## config.mk

```make
export PLATFORM = sky130hd
export DESIGN_NAME = source_char_tokenizer
export DESIGN_NICKNAME = d
export VERILOG_FILES = /design/src/sv/sct_pkg.sv /design/src/sv/source_char_tokenizer.sv /design/src/sv/sct_front.sv /design/src/sv/sct_fifo.sv /design/src/sv/sct_back.sv
export SDC_FILE = /design/constraint.sdc
export NUM_CORES = 1
export LEC_CHECK = 0
export ABC_AREA = 1
export BUFFER_PORTS_ARGS = -buffer_cell sky130_fd_sc_hd__buf_4
export CAP_MARGIN = 15
export CELL_PAD_IN_SITES_DETAIL_PLACEMENT = 1
export CELL_PAD_IN_SITES_GLOBAL_PLACEMENT = 1
export CORE_MARGIN = 2
export CORE_UTILIZATION = 50
export CTS_CLUSTER_DIAMETER = 200
export DETAILED_ROUTE_END_ITERATION = 12
export PLACE_DENSITY = 0.83
export SYNTH_ARGS = -nofsm -noshare
export SYNTH_HDL_FRONTEND = slang
export SYNTH_SLANG_ARGS = --single-unit
```

## constraint.sdc

```tcl
create_clock -name aclk -period 14.4 [get_ports aclk]
set_clock_uncertainty 0.15 [all_clocks]
set_input_delay 1.44 -clock aclk [delete_from_list [all_inputs] [get_ports aclk]]
set_output_delay 1.44 -clock aclk [all_outputs]
set_load 0.01 [all_outputs]
```

## src/sv/sct_pkg.sv

```systemverilog
// ----------------------------------------------------------------------------
// sct_pkg
// Shared types, constants and helper functions for the source character
// tokenizer.
// ----------------------------------------------------------------------------
package sct_pkg;

    localparam int POSITION_BITS = 16;
    localparam int LENGTH_BITS   = 8;
    localparam int PREFIX_BYTES  = 5;
    localparam int PREFIX_BITS   = 8 * PREFIX_BYTES;
    localparam int FIFO_DEPTH    = 4;

    typedef logic [POSITION_BITS-1:0] pos_t;
    typedef logic [LENGTH_BITS-1:0]   len_t;
    typedef logic [PREFIX_BITS-1:0]   prefix_t;

    localparam pos_t POS_MAX = '1;
    localparam pos_t POS_ONE = pos_t'(1);
    localparam len_t LEN_MAX = '1;

    localparam logic [7:0] CH_NEWLINE    = 8'h0A;
    localparam logic [7:0] CH_SPACE      = 8'h20;
    localparam logic [7:0] CH_DOT        = 8'h2E;
    localparam logic [7:0] CH_UNDERSCORE = 8'h5F;

    // Keyword spellings, first character in the low byte.
    localparam prefix_t WORD_LET   = prefix_t'(40'h00_0074_656c);
    localparam prefix_t WORD_FUN   = prefix_t'(40'h00_006e_7566);
    localparam prefix_t WORD_IF    = prefix_t'(40'h00_0000_6669);
    localparam prefix_t WORD_ELSE  = prefix_t'(40'h00_6573_6c65);
    localparam prefix_t WORD_FOR   = prefix_t'(40'h00_0072_6f66);
    localparam prefix_t WORD_WHILE = prefix_t'(40'h65_6c69_6877);
    localparam prefix_t WORD_TRUE  = prefix_t'(40'h00_6575_7274);
    localparam prefix_t WORD_FALSE = prefix_t'(40'h65_736c_6166);

    typedef enum logic [3:0] {
        KIND_NUMBER  = 4'd0,
        KIND_IDENT   = 4'd1,
        KIND_BOOL    = 4'd2,
        KIND_LET     = 4'd3,
        KIND_FUN     = 4'd4,
        KIND_IF      = 4'd5,
        KIND_ELSE    = 4'd6,
        KIND_FOR     = 4'd7,
        KIND_WHILE   = 4'd8,
        KIND_BADCHAR = 4'd9,
        KIND_TWODOTS = 4'd10
    } kind_t;

    typedef enum logic [1:0] {
        MODE_IDLE   = 2'd0,
        MODE_NUMBER = 2'd1,
        MODE_IDENT  = 2'd2,
        MODE_FAILED = 2'd3
    } mode_t;

    typedef struct packed {
        logic [7:0] char_byte;
        logic       end_of_input;
    } in_word_t;

    typedef struct packed {
        logic [3:0] token_kind;
        pos_t       start_line;
        pos_t       start_column;
        len_t       token_length;
        logic       last_of_run;
    } out_word_t;

    typedef struct packed {
        logic    valid;
        kind_t   kind;
        pos_t    line;
        pos_t    column;
        len_t    length;
        prefix_t prefix;
    } slot_t;

    typedef struct packed {
        slot_t first;
        slot_t second;
    } entry_t;

    function automatic slot_t make_slot(kind_t kind, pos_t line, pos_t column,
                                        len_t length, prefix_t prefix);
        slot_t s;
        s.valid  = 1'b1;
        s.kind   = kind;
        s.line   = line;
        s.column = column;
        s.length = length;
        s.prefix = prefix;
        return s;
    endfunction

    function automatic logic is_digit(logic [7:0] c);
        return (c >= 8'h30) && (c <= 8'h39);
    endfunction

    function automatic logic is_letter(logic [7:0] c);
        return ((c >= 8'h61) && (c <= 8'h7A)) || ((c >= 8'h41) && (c <= 8'h5A));
    endfunction

    function automatic kind_t word_kind(len_t length, prefix_t prefix);
        kind_t k;
        k = KIND_IDENT;
        if (length == len_t'(3) && prefix == WORD_LET) begin
            k = KIND_LET;
        end else if (length == len_t'(3) && prefix == WORD_FUN) begin
            k = KIND_FUN;
        end else if (length == len_t'(2) && prefix == WORD_IF) begin
            k = KIND_IF;
        end else if (length == len_t'(4) && prefix == WORD_ELSE) begin
            k = KIND_ELSE;
        end else if (length == len_t'(3) && prefix == WORD_FOR) begin
            k = KIND_FOR;
        end else if (length == len_t'(5) && prefix == WORD_WHILE) begin
            k = KIND_WHILE;
        end else if (length == len_t'(4) && prefix == WORD_TRUE) begin
            k = KIND_BOOL;
        end else if (length == len_t'(5) && prefix == WORD_FALSE) begin
            k = KIND_BOOL;
        end
        return k;
    endfunction

endpackage

```

## src/sv/source_char_tokenizer.sv

```systemverilog
// Path: the results of an accepted word are written into the queue, then loaded from its head
// into the output register that drives m_valid and m_data.
// Throughput: one source byte per cycle while the queue is not full; the output register
// issues one result per cycle if m_ready allows; a four-entry queue holds two-result bytes.
// Reset: synchronous, active-low aresetn returns the scanner to idle at line 1, column 1
// and empties the queue and the output register.
// ----------------------------------------------------------------------------
// source_char_tokenizer
// Character-serial lexical scanner: numbers, identifiers, keywords and
// booleans, reported with start position and length, plus error records.
// ----------------------------------------------------------------------------
module source_char_tokenizer #(
    parameter int QUEUE_DEPTH = sct_pkg::FIFO_DEPTH
) (
    input  logic               aclk,
    input  logic               aresetn,
    input  logic               s_valid,
    output logic               s_ready,
    input  sct_pkg::in_word_t  s_data,
    output logic               m_valid,
    input  logic               m_ready,
    output sct_pkg::out_word_t m_data
);
    import sct_pkg::*;

    logic   fifo_full;
    logic   fifo_not_empty;
    logic   push;
    logic   pop;
    entry_t push_entry;
    entry_t head;

    sct_front u_front (
        .aclk       (aclk),
        .aresetn    (aresetn),
        .s_valid    (s_valid),
        .s_ready    (s_ready),
        .s_data     (s_data),
        .fifo_full  (fifo_full),
        .push       (push),
        .push_entry (push_entry)
    );

    sct_fifo #(
        .DEPTH (QUEUE_DEPTH)
    ) u_fifo (
        .aclk       (aclk),
        .aresetn    (aresetn),
        .push       (push),
        .push_entry (push_entry),
        .pop        (pop),
        .head       (head),
        .full       (fifo_full),
        .not_empty  (fifo_not_empty)
    );

    sct_back u_back (
        .aclk      (aclk),
        .aresetn   (aresetn),
        .head      (head),
        .not_empty (fifo_not_empty),
        .pop       (pop),
        .m_valid   (m_valid),
        .m_ready   (m_ready),
        .m_data    (m_data)
    );

endmodule

```

## src/sv/sct_front.sv

```systemverilog
// ----------------------------------------------------------------------------
// sct_front
// Accepts source bytes, tracks position and token state, and queues the
// token and error records that each byte closes.
// ----------------------------------------------------------------------------
module sct_front (
    input  logic              aclk,
    input  logic              aresetn,
    input  logic              s_valid,
    output logic              s_ready,
    input  sct_pkg::in_word_t s_data,
    input  logic              fifo_full,
    output logic              push,
    output sct_pkg::entry_t   push_entry
);
    import sct_pkg::*;

    mode_t   mode_reg, mode_next;
    logic    dot_reg, dot_next;
    pos_t    line_reg, line_next;
    pos_t    col_reg, col_next;
    pos_t    tok_line_reg, tok_line_next;
    pos_t    tok_col_reg, tok_col_next;
    len_t    count_reg, count_next;
    prefix_t prefix_reg, prefix_next;
    entry_t  entry;
    logic    accept;

    assign s_ready    = !fifo_full;
    assign accept     = s_valid && s_ready;
    assign push       = accept && entry.first.valid;
    assign push_entry = entry;

    always_comb begin
        logic [7:0] c;
        logic       taken;
        logic       open_tok;
        slot_t      res;
        c           = s_data.char_byte;
        taken       = 1'b0;
        open_tok    = 1'b0;
        res         = '0;
        entry       = '0;
        mode_next   = mode_reg;
        dot_next    = dot_reg;
        line_next   = line_reg;
        col_next    = col_reg;
        tok_line_next = tok_line_reg;
        tok_col_next  = tok_col_reg;
        count_next  = count_reg;
        prefix_next = prefix_reg;

        case (mode_reg)
            MODE_NUMBER: begin
                if (is_digit(c)) begin
                    taken = 1'b1;
                end else if (c == CH_DOT) begin
                    taken = 1'b1;
                    if (dot_reg) begin
                        entry.first = make_slot(KIND_TWODOTS, line_reg, col_reg, '0, '0);
                        mode_next   = MODE_FAILED;
                    end else begin
                        dot_next = 1'b1;
                    end
                end else begin
                    entry.first = make_slot(KIND_NUMBER, tok_line_reg, tok_col_reg,
                                            count_reg, prefix_reg);
                    mode_next   = MODE_IDLE;
                    dot_next    = 1'b0;
                end
            end
            MODE_IDENT: begin
                if (is_digit(c) || is_letter(c) || c == CH_UNDERSCORE) begin
                    taken = 1'b1;
                end else begin
                    entry.first = make_slot(KIND_IDENT, tok_line_reg, tok_col_reg,
                                            count_reg, prefix_reg);
                    mode_next   = MODE_IDLE;
                    dot_next    = 1'b0;
                end
            end
            default: begin
            end
        endcase

        if (!taken && mode_next == MODE_IDLE) begin
            if (c == CH_SPACE || c == CH_NEWLINE) begin
                open_tok = 1'b0;
            end else if (is_digit(c)) begin
                open_tok  = 1'b1;
                mode_next = MODE_NUMBER;
            end else if (is_letter(c) || c == CH_UNDERSCORE) begin
                open_tok  = 1'b1;
                mode_next = MODE_IDENT;
            end else begin
                res = make_slot(KIND_BADCHAR, line_reg, col_reg, '0, '0);
                if (!entry.first.valid) begin
                    entry.first = res;
                end else begin
                    entry.second = res;
                end
                mode_next = MODE_FAILED;
            end
        end

        if (open_tok) begin
            dot_next      = 1'b0;
            tok_line_next = line_reg;
            tok_col_next  = col_reg;
            count_next    = '0;
            prefix_next   = '0;
        end

        // Taken bytes other than a second dot extend the open token.
        if (open_tok || (taken && mode_next != MODE_FAILED)) begin
            if (count_next < len_t'(PREFIX_BYTES)) begin
                prefix_next[8*count_next[2:0] +: 8] = c;
            end
            if (count_next != LEN_MAX) begin
                count_next = count_next + len_t'(1);
            end
        end

        if (c == CH_NEWLINE) begin
            if (line_reg != POS_MAX) begin
                line_next = line_reg + POS_ONE;
            end
            col_next = POS_ONE;
        end else if (col_reg != POS_MAX) begin
            col_next = col_reg + POS_ONE;
        end

        if (s_data.end_of_input) begin
            if (mode_next == MODE_NUMBER || mode_next == MODE_IDENT) begin
                res = make_slot((mode_next == MODE_NUMBER) ? KIND_NUMBER : KIND_IDENT,
                                tok_line_next, tok_col_next, count_next, prefix_next);
                if (!entry.first.valid) begin
                    entry.first = res;
                end else begin
                    entry.second = res;
                end
            end
            mode_next     = MODE_IDLE;
            dot_next      = 1'b0;
            line_next     = POS_ONE;
            col_next      = POS_ONE;
            tok_line_next = POS_ONE;
            tok_col_next  = POS_ONE;
            count_next    = '0;
            prefix_next   = '0;
        end
    end

    always_ff @(posedge aclk) begin
        if (!aresetn) begin
            mode_reg     <= MODE_IDLE;
            dot_reg      <= 1'b0;
            line_reg     <= POS_ONE;
            col_reg      <= POS_ONE;
            tok_line_reg <= POS_ONE;
            tok_col_reg  <= POS_ONE;
            count_reg    <= '0;
            prefix_reg   <= '0;
        end else if (accept) begin
            mode_reg     <= mode_next;
            dot_reg      <= dot_next;
            line_reg     <= line_next;
            col_reg      <= col_next;
            tok_line_reg <= tok_line_next;
            tok_col_reg  <= tok_col_next;
            count_reg    <= count_next;
            prefix_reg   <= prefix_next;
        end
    end

endmodule

```

## src/sv/sct_fifo.sv

```systemverilog
// ----------------------------------------------------------------------------
// sct_fifo
// Short queue of result records between the scanner and the output stage.
// ----------------------------------------------------------------------------
module sct_fifo #(
    parameter int DEPTH = sct_pkg::FIFO_DEPTH
) (
    input  logic            aclk,
    input  logic            aresetn,
    input  logic            push,
    input  sct_pkg::entry_t push_entry,
    input  logic            pop,
    output sct_pkg::entry_t head,
    output logic            full,
    output logic            not_empty
);
    import sct_pkg::*;

    localparam int PTR_BITS = (DEPTH > 1) ? $clog2(DEPTH) : 1;
    localparam int CNT_BITS = $clog2(DEPTH + 1);

    entry_t                mem [DEPTH];
    logic [PTR_BITS-1:0]   wr_ptr_reg, wr_ptr_next;
    logic [PTR_BITS-1:0]   rd_ptr_reg, rd_ptr_next;
    logic [CNT_BITS-1:0]   count_reg, count_next;

    assign head      = mem[rd_ptr_reg];
    assign full      = (count_reg == CNT_BITS'(DEPTH));
    assign not_empty = (count_reg != '0);

    always_comb begin
        wr_ptr_next = wr_ptr_reg;
        rd_ptr_next = rd_ptr_reg;
        count_next  = count_reg;
        if (push) begin
            wr_ptr_next = (wr_ptr_reg == PTR_BITS'(DEPTH - 1)) ? '0
                                                               : wr_ptr_reg + PTR_BITS'(1);
        end
        if (pop) begin
            rd_ptr_next = (rd_ptr_reg == PTR_BITS'(DEPTH - 1)) ? '0
                                                               : rd_ptr_reg + PTR_BITS'(1);
        end
        if (push && !pop) begin
            count_next = count_reg + CNT_BITS'(1);
        end else if (pop && !push) begin
            count_next = count_reg - CNT_BITS'(1);
        end
    end

    always_ff @(posedge aclk) begin
        if (push) begin
            mem[wr_ptr_reg] <= push_entry;
        end
    end

    always_ff @(posedge aclk) begin
        if (!aresetn) begin
            wr_ptr_reg <= '0;
            rd_ptr_reg <= '0;
            count_reg  <= '0;
        end else begin
            wr_ptr_reg <= wr_ptr_next;
            rd_ptr_reg <= rd_ptr_next;
            count_reg  <= count_next;
        end
    end

endmodule

```

## src/sv/sct_back.sv

```systemverilog
// ----------------------------------------------------------------------------
// sct_back
// Drains queued records one result per cycle while m_ready allows,
// resolves keywords and holds each result word in the output register.
// ----------------------------------------------------------------------------
module sct_back (
    input  logic               aclk,
    input  logic               aresetn,
    input  sct_pkg::entry_t    head,
    input  logic               not_empty,
    output logic               pop,
    output logic               m_valid,
    input  logic               m_ready,
    output sct_pkg::out_word_t m_data
);
    import sct_pkg::*;

    logic      phase_reg, phase_next;
    logic      m_valid_reg, m_valid_next;
    out_word_t m_data_reg, m_data_next;
    logic      load;
    logic      last;
    slot_t     sel;
    kind_t     kind;

    assign m_valid = m_valid_reg;
    assign m_data  = m_data_reg;

    always_comb begin
        load = not_empty && (!m_valid_reg || m_ready);
        sel  = phase_reg ? head.second : head.first;
        last = phase_reg || !head.second.valid;
        pop  = load && last;
        kind = (sel.kind == KIND_IDENT) ? word_kind(sel.length, sel.prefix) : sel.kind;

        phase_next   = phase_reg;
        m_valid_next = m_valid_reg;
        m_data_next  = m_data_reg;
        if (load) begin
            phase_next               = !last;
            m_valid_next             = 1'b1;
            m_data_next.token_kind   = kind;
            m_data_next.start_line   = sel.line;
            m_data_next.start_column = sel.column;
            m_data_next.token_length = sel.length;
            m_data_next.last_of_run  = last;
        end else if (m_ready) begin
            m_valid_next = 1'b0;
        end
    end

    always_ff @(posedge aclk) begin
        if (!aresetn) begin
            phase_reg   <= 1'b0;
            m_valid_reg <= 1'b0;
        end else begin
            phase_reg   <= phase_next;
            m_valid_reg <= m_valid_next;
        end
    end

    always_ff @(posedge aclk) begin
        m_data_reg <= m_data_next;
    end

endmodule

```

After elaboration in Yosys (flattened, before gate mapping)
Memories as Yosys holds them, arrays and structs flattened. A register that Yosys moved wholly into a read port is not among the register bits.
Index checks and enable logic that the tools add are counted.

operators by class
  add/subtract/negate cells = 8
  order comparisons = 7
  equality and inequality tests = 30
  shift operators = 2
  mux-type cells = 78
  reductions and logical operators = 46

operators with widths
  cell                                                   count
  two-way mux 170 bit                                    6
  two-way mux 85 bit                                     6
  two-way mux 84 bit                                     3
  one-hot mux 85 bit (2 select lines)                    1
  two-way mux 16 bit                                     10
  two-way mux 40 bit                                     4
  equality test 40 x 23 -> 1 bit, second input constant  3
  equality test 40 x 31 -> 1 bit, second input constant  2
  equality test 40 x 39 -> 1 bit, second input constant  2
  bitwise mux 40 bit                                     1
  equality test 40 x 15 -> 1 bit, second input constant  1
  variable shift 8 x 34 -> 40 bit, first input constant  1
  variable part select 8 x 34 -> 40 bit                  1
  negator 6 -> 34 bit                                    1
  adder 16 x 1 -> 16 bit, second input constant          2
  two-way mux 4 bit                                      8
  two-way mux 8 bit                                      4
  != test 16 bit, second input constant                  2
  two-way mux 2 bit                                      13
  logical AND 1 bit                                      19
  two-way mux 1 bit                                      17
  equality test 8 x 2 -> 1 bit, second input constant    2
  equality test 8 x 3 -> 1 bit, second input constant    2
  equality test 8 x 6 -> 1 bit, second input constant    2
  other kinds (30)                                       58

word-level totals
  register bits = 169
  bits in writable memories = 680
  input port bits = 13
  memories = 1

memory list
  memory      words  width  read ports  clocked after memory_dff  write ports  line            text
  u_fifo.mem  4      170    1           1                         1            sct_fifo.sv:22  entry_t mem [DEPTH];

Longest topological paths before layout
  depth in word-level cells = 24
  mapped depth = 26
  gate-level depth less buffers = 26

Hierarchy
From an unflattened synthesis, not the netlist that was laid out.

unflattened totals
  cells, all modules = 3703
  area total of the unflattened synthesis = 37603.6 sq um

modules (own cells, without submodules)
  module     instances  cells each  area each (sq um)  seq. area each (sq um)
  sct_fifo   1          1704        25730.9            20599.8
  sct_front  1          1466        8449.4             2302.2
  sct_back   1          533         3423.3             1391.3

Worst setup path after synthesis
OpenSTA, ideal clock, no wires.

  kind = input -> register
  start point = input s_data[8] in the netlist's numbering
  end point = memory u_fifo.mem[0][0] in the netlist's numbering, enable pin
  data arrival time = 10125 ps
  slack = 3430 ps
  stages on the path = 13
  path buffers = 0
  cells stage by stage = inv_1 -> nand2_1 -> nor3_4 -> nand2_1 -> nor4_4 -> a21oi_4 -> nand2_1 -> o21ai_0 -> ha_1 -> nand2_1 -> inv_1 -> o21ai_1 -> nor2_1

on the way
  cells in the longest elaborated chain, start to end = 17
  elaborated cells on any way between the ends = 49
  those cells by class = order compare (6); eq/ne (6); mux (24); reduce/logical (13)

ends and longest elaborated chain
  item                                                                                             line                         text
  start, declared                                                                                  source_char_tokenizer.sv:19  input sct_pkg::in_word_t s_data,
  >= comparator 8 x 7 -> 1 bit / <= comparator 8 x 7 -> 1 bit (equally long branches)              sct_pkg.sv:102               return ((c >= 8'h61) && (c <= 8'h7A)) || ((c >= 8'h41) && (c <= 8'h5A));
  logical AND 1 bit                                                                                sct_pkg.sv:102
  logical OR 1 bit                                                                                 sct_pkg.sv:102
  logical OR 1 bit (2 in series)                                                                   sct_front.sv:73              if (is_digit(c) || is_letter(c) || c == CH_UNDERSCORE) begin
  two-way mux 2 bit / two-way mux 1 bit (equally long branches)                                    sct_front.sv:73
  one-hot mux 2 bit (2 select lines) / one-hot mux 1 bit (2 select lines) (equally long branches)  sct_front.sv:53              case (mode_reg)
  zero test 2 bit / zero test 1 bit (equally long branches)                                        sct_front.sv:86              if (!taken && mode_next == MODE_IDLE) begin
  logical AND 1 bit                                                                                sct_front.sv:86
  two-way mux 2 bit                                                                                sct_front.sv:86
  equality test 2 x 1 -> 1 bit / equality test 2 bit (equally long branches)                       sct_front.sv:134             if (mode_next == MODE_NUMBER || mode_next == MODE_IDENT) begin
  logical OR 1 bit                                                                                 sct_front.sv:134
  two-way mux 170 bit                                                                              sct_front.sv:134
  two-way mux 170 bit (*)                                                                          sct_front.sv:133             if (s_data.end_of_input) begin
  logical AND 1 bit (*)                                                                            sct_front.sv:31              assign push = accept && entry.first.valid;
  two-way mux 1 bit (*)                                                                            sct_fifo.sv:51               if (push) begin
  two-way mux 1 bit (not written as such) (*)                                                      sct_fifo.sv:52               mem[wr_ptr_reg] <= push_entry;
  end, declared                                                                                    sct_fifo.sv:22

Every way passes the cells marked *; elsewhere a longest branch is shown, timed or not.

Final worst setup path
  start point = input s_data[7] in the netlist's numbering
  end point = memory u_fifo.mem[3][21] in the netlist's numbering, enable pin

Same word-level chain as after synthesis.

==> impl_metrics.toml <==
[worst_hold_path]
min-delay-start = "u_front.prefix_reg[1]"
hold_path_class = "flop to flop"
whs_path_depth = 2
holdPathEnd = "u_front.prefix_reg[1]"

[grt]
grt_overflow_total = 0
grt_pass1_vias = 29455
grt_start_max_net_pins = 177
grt_antenna_before_repair = 1
grtUsageTotal = 0.293
global_route_wire_length_before_repair_mm = 170

[floorplan]
die_x_um = 274
floorplan.initialDensity = 0.502
rows = 99
dieArea_sq_um = 75100
boundaryPins = 60
die_h_um = 274
core_region_area_sq_um = 72600

[synthesis]
postSynthAreaPerCell_sq_um = 10.3
syn_area_sq_um = 36500
ys_ff_latch = 835
synth_top_flop_cell = "sky130_fd_sc_hd__edfxtp_1"
post_syn_nets = 3580
synth_seq_area_share = 0.653
yosysWarningCount = 0
yosysUniqueCellTypes = 62
async_set_reset_flop_share_out_of_synthesis = 0
syn_inst = 3547
count_of_flip_flops_with_a_built_in_enable_after_synthesis = 709

[clock_tree]
setup_repair_bufs_after_cts = 0
worst_skew_pair.late_latency_ps = 660
number_of_buffers_on_the_longest_clock_path = 3
cts.sinks = 835
cts_made_buffers = 87
cts-htree-levels = 3
cts_tree = "done"
clk_pin_slew_ps = 60
clock_tree.root_cell = "sky130_fd_sc_hd__clkbuf_16"
count_of_instances_resized_after_the_clock_tree_is_built = 0
ctsHoldBuffers = 0

[cells_and_area]
postLayoutCoreUtil = 0.558
finish.cell_count_without_fillers = 4546
layout.nets = 3548
diodes = 0
post_route_cells_drive_above_1_share = 0.0861
nFillCells = 7807
largest_reg_flops = 664
area_delta_synth_final_pct = 11.0

[placed_design]
dpl_ws_ps = 7460
dp_hpwl_mm = 63.0
place.detailed.instances = 4385
routabilityCongestion = 0.892
count_of_buffers_from_port_buffering = 59

[sta]
report.final.hold_viol_count = 0
achievable-frequency_mhz = 159
post-route-period-util = 0.437
maxSlewHeadroom = 0.216
finalSetupTns_ps = 0
grt_setup_unrepaired = "no"
timing_max_transition_violations_final = 0
timing_worst_slew_pin_value_ps = 1160
finalCriticalPeriod_ps = 6290
tightest_hold_margin_ps = 333
finalSetupViolations = 0
setup_slack_ps = 8110

[setup_path]
worst-endpoint-arrival_ps = 6400
cp-start-kind = "input port"
worst_r2r_startpoint = "u_front.mode_reg[0]"
worst-r2r-cell-count = 15
path_class = "input port to flop"
endpoint_kind = "flop"
rrSetupSlack_ps = 8660
cp.required_ps = 14510
worst-path-max-fanout = 62
critical_path.reg2reg.endpoint = "u_fifo.mem[3][21]"

[detailed_routing]
finalWirelength_mm = 111
drc_errors = 0
drtAntennaViolNets = 0
first_pass_iters = 5
detail_route.vias_per_cell = 6.15
drt-initial-drc-count = 2927
detailroute.via_count = 27968
routed_wire_length_per_instance_um = 24.4

[pwr]
vdd_ir_drop_max_mv = 0.164
cellPowerDensity_nw_per_um2 = 185
p_leak_uw = 0.0137

[job]
max_cap_violations = 0

[run_status]
status = "completed"
[power breakdown]
part / leakage [uW] / internal [uW] / switching, uW
clock: 0.00141 / 1310 / 958
sequential: 0.00755 / 2990 / 104
combinational: 0.00474 / 531 / 1590
total: 0.0137 / 4830 / 2650
[area by class of cell]
class                   count  area, sq um  share of cell area
multi-input cells        2306        11100               0.275
inverters                 195          753              0.0186
flip-flops and latches    835        23800               0.588
repair buffers             90          738              0.0182
clock inverters            51          443              0.0109
well taps                 959         1200              0.0296
clock buffers             110         2410              0.0595
[critical path: stages]
cell and delay (ps):
sky130_fd_sc_hd__buf_4 120, sky130_fd_sc_hd__inv_1 90, sky130_fd_sc_hd__nand2_1 120, sky130_fd_sc_hd__nor3_4 170, sky130_fd_sc_hd__nand2_1 180, sky130_fd_sc_hd__nor4_4 520, sky130_fd_sc_hd__a21oi_4 90, sky130_fd_sc_hd__nand2_1 170
sky130_fd_sc_hd__nor2_1 70, sky130_fd_sc_hd__a22oi_1 290, sky130_fd_sc_hd__ha_1 180, sky130_fd_sc_hd__nand2_1 90, sky130_fd_sc_hd__inv_1 130, sky130_fd_sc_hd__o21ai_1 90, sky130_fd_sc_hd__buf_4 190, sky130_fd_sc_hd__nor2_4 720
sky130_fd_sc_hd__buf_4 770, sky130_fd_sc_hd__buf_4 910
[placed cells by master (no fill, tap or decap), types with 5 or more instances in the layout]
cell and instances:
sky130_fd_sc_hd__ha_1 19, sky130_fd_sc_hd__a221oi_1 38, sky130_fd_sc_hd__nor3_2 5, sky130_fd_sc_hd__o21ai_1 44, sky130_fd_sc_hd__dfxtp_1 123, sky130_fd_sc_hd__buf_4 85
sky130_fd_sc_hd__clkinv_1 14, sky130_fd_sc_hd__bufinv_16 7, sky130_fd_sc_hd__nor3b_1 6, sky130_fd_sc_hd__nand2_1 567, sky130_fd_sc_hd__nand3_1 111, sky130_fd_sc_hd__nor3_1 28
sky130_fd_sc_hd__o221ai_1 6, sky130_fd_sc_hd__buf_12 5, sky130_fd_sc_hd__clkbuf_1 13, sky130_fd_sc_hd__nand4_1 39, sky130_fd_sc_hd__o21ai_0 422, sky130_fd_sc_hd__inv_1 180
sky130_fd_sc_hd__xor2_1 5, sky130_fd_sc_hd__a21oi_2 9, sky130_fd_sc_hd__nor2_2 5, sky130_fd_sc_hd__clkbuf_16 91, sky130_fd_sc_hd__o22ai_1 115, sky130_fd_sc_hd__nor4_1 13
sky130_fd_sc_hd__o31ai_1 6, sky130_fd_sc_hd__nand3b_1 6, sky130_fd_sc_hd__nor2_4 12, sky130_fd_sc_hd__a21oi_1 111, sky130_fd_sc_hd__clkbuf_8 6, sky130_fd_sc_hd__edfxtp_1 709
sky130_fd_sc_hd__clkinv_2 23, sky130_fd_sc_hd__nand2_2 11, sky130_fd_sc_hd__a31oi_1 36, sky130_fd_sc_hd__inv_2 8, sky130_fd_sc_hd__a211oi_1 8, sky130_fd_sc_hd__nand3_2 7
sky130_fd_sc_hd__nor2_1 634
[logic make-up (layout without fill, tap and decap cells)]
| family | after synthesis | in the layout | share of synthesized area |
|---|---|---|---|
| AND/OR/NAND/NOR | 1461 | 1461 | 0.168 |
| flip-flops | 835 | 835 | 0.653 |
| AO/OA/AOI/OAI | 818 | 818 | 0.126 |
| buffers and inverters | 406 | 446 | 0.0444 |
| adder cells (fa/ha/maj) | 20 | 20 | 0.00707 |
| XOR/XNOR | 5 | 5 | 0.00120 |
| multiplexers | 2 | 2 | 0.000549 |
[worst max path at each step]
stage               startpoint            endpoint  slack [ps]  depth (start not counted)
global placement     s_data[8]  u_fifo.mem[3][102]        7700                         17
floorplan            s_data[8]    u_fifo.mem[0][0]        3430                         13
finish               s_data[7]   u_fifo.mem[3][21]        8110                         18
CTS                  s_data[7]   u_fifo.mem[3][21]        8120                         18
global route         s_data[7]  u_fifo.mem[3][103]        7730                         18
detailed placement   s_data[7]  u_fifo.mem[3][102]        7460                         18
[per-stage QoR]
| step | instance area [sq um] | power [uW] |
|---|---|---|
| finish | 40500 | 7480 |
| global route | 40500 | 7800 |
| CTS | 40500 | 7490 |
| detailed placement | 37600 | 5220 |
| global placement | 37600 | 5120 |
| floorplan | 36500 | 4480 |
[cells in the mapped netlist, types with 9 or more instances]
cell,count,area share
sky130_fd_sc_hd__a21oi_1,111,0.015
sky130_fd_sc_hd__a21oi_2,9,0.0022
sky130_fd_sc_hd__a221oi_1,38,0.0091
sky130_fd_sc_hd__a31oi_1,37,0.0063
sky130_fd_sc_hd__buf_1,16,0.0016
sky130_fd_sc_hd__buf_2,38,0.0052
sky130_fd_sc_hd__clkbuf_1,150,0.015
sky130_fd_sc_hd__dfxtp_1,126,0.069
sky130_fd_sc_hd__edfxtp_1,709,0.58
sky130_fd_sc_hd__ha_1,19,0.0065
sky130_fd_sc_hd__inv_1,183,0.019
sky130_fd_sc_hd__inv_2,9,0.00093
sky130_fd_sc_hd__nand2_1,569,0.059
sky130_fd_sc_hd__nand2_2,10,0.0017
sky130_fd_sc_hd__nand3_1,111,0.015
sky130_fd_sc_hd__nand4_1,39,0.0067
sky130_fd_sc_hd__nor2_1,641,0.066
sky130_fd_sc_hd__nor3_1,28,0.0038
sky130_fd_sc_hd__nor4_1,13,0.0022
sky130_fd_sc_hd__o21ai_0,422,0.058
sky130_fd_sc_hd__o21ai_1,44,0.0060
sky130_fd_sc_hd__o22ai_1,115,0.020
[layer usage]
metal | global-route usage | share of wire | routed length (um)
met4 | 0.110 | 0.030 | 3330
met1 | 0.388 | 0.41 | 45600
met3 | 0.0454 | 0.074 | 8230
met5 | 0 | 0 | 0
met2 | 0.490 | 0.48 | 53700
No activity file was read; power rests on OpenSTA's default activity.
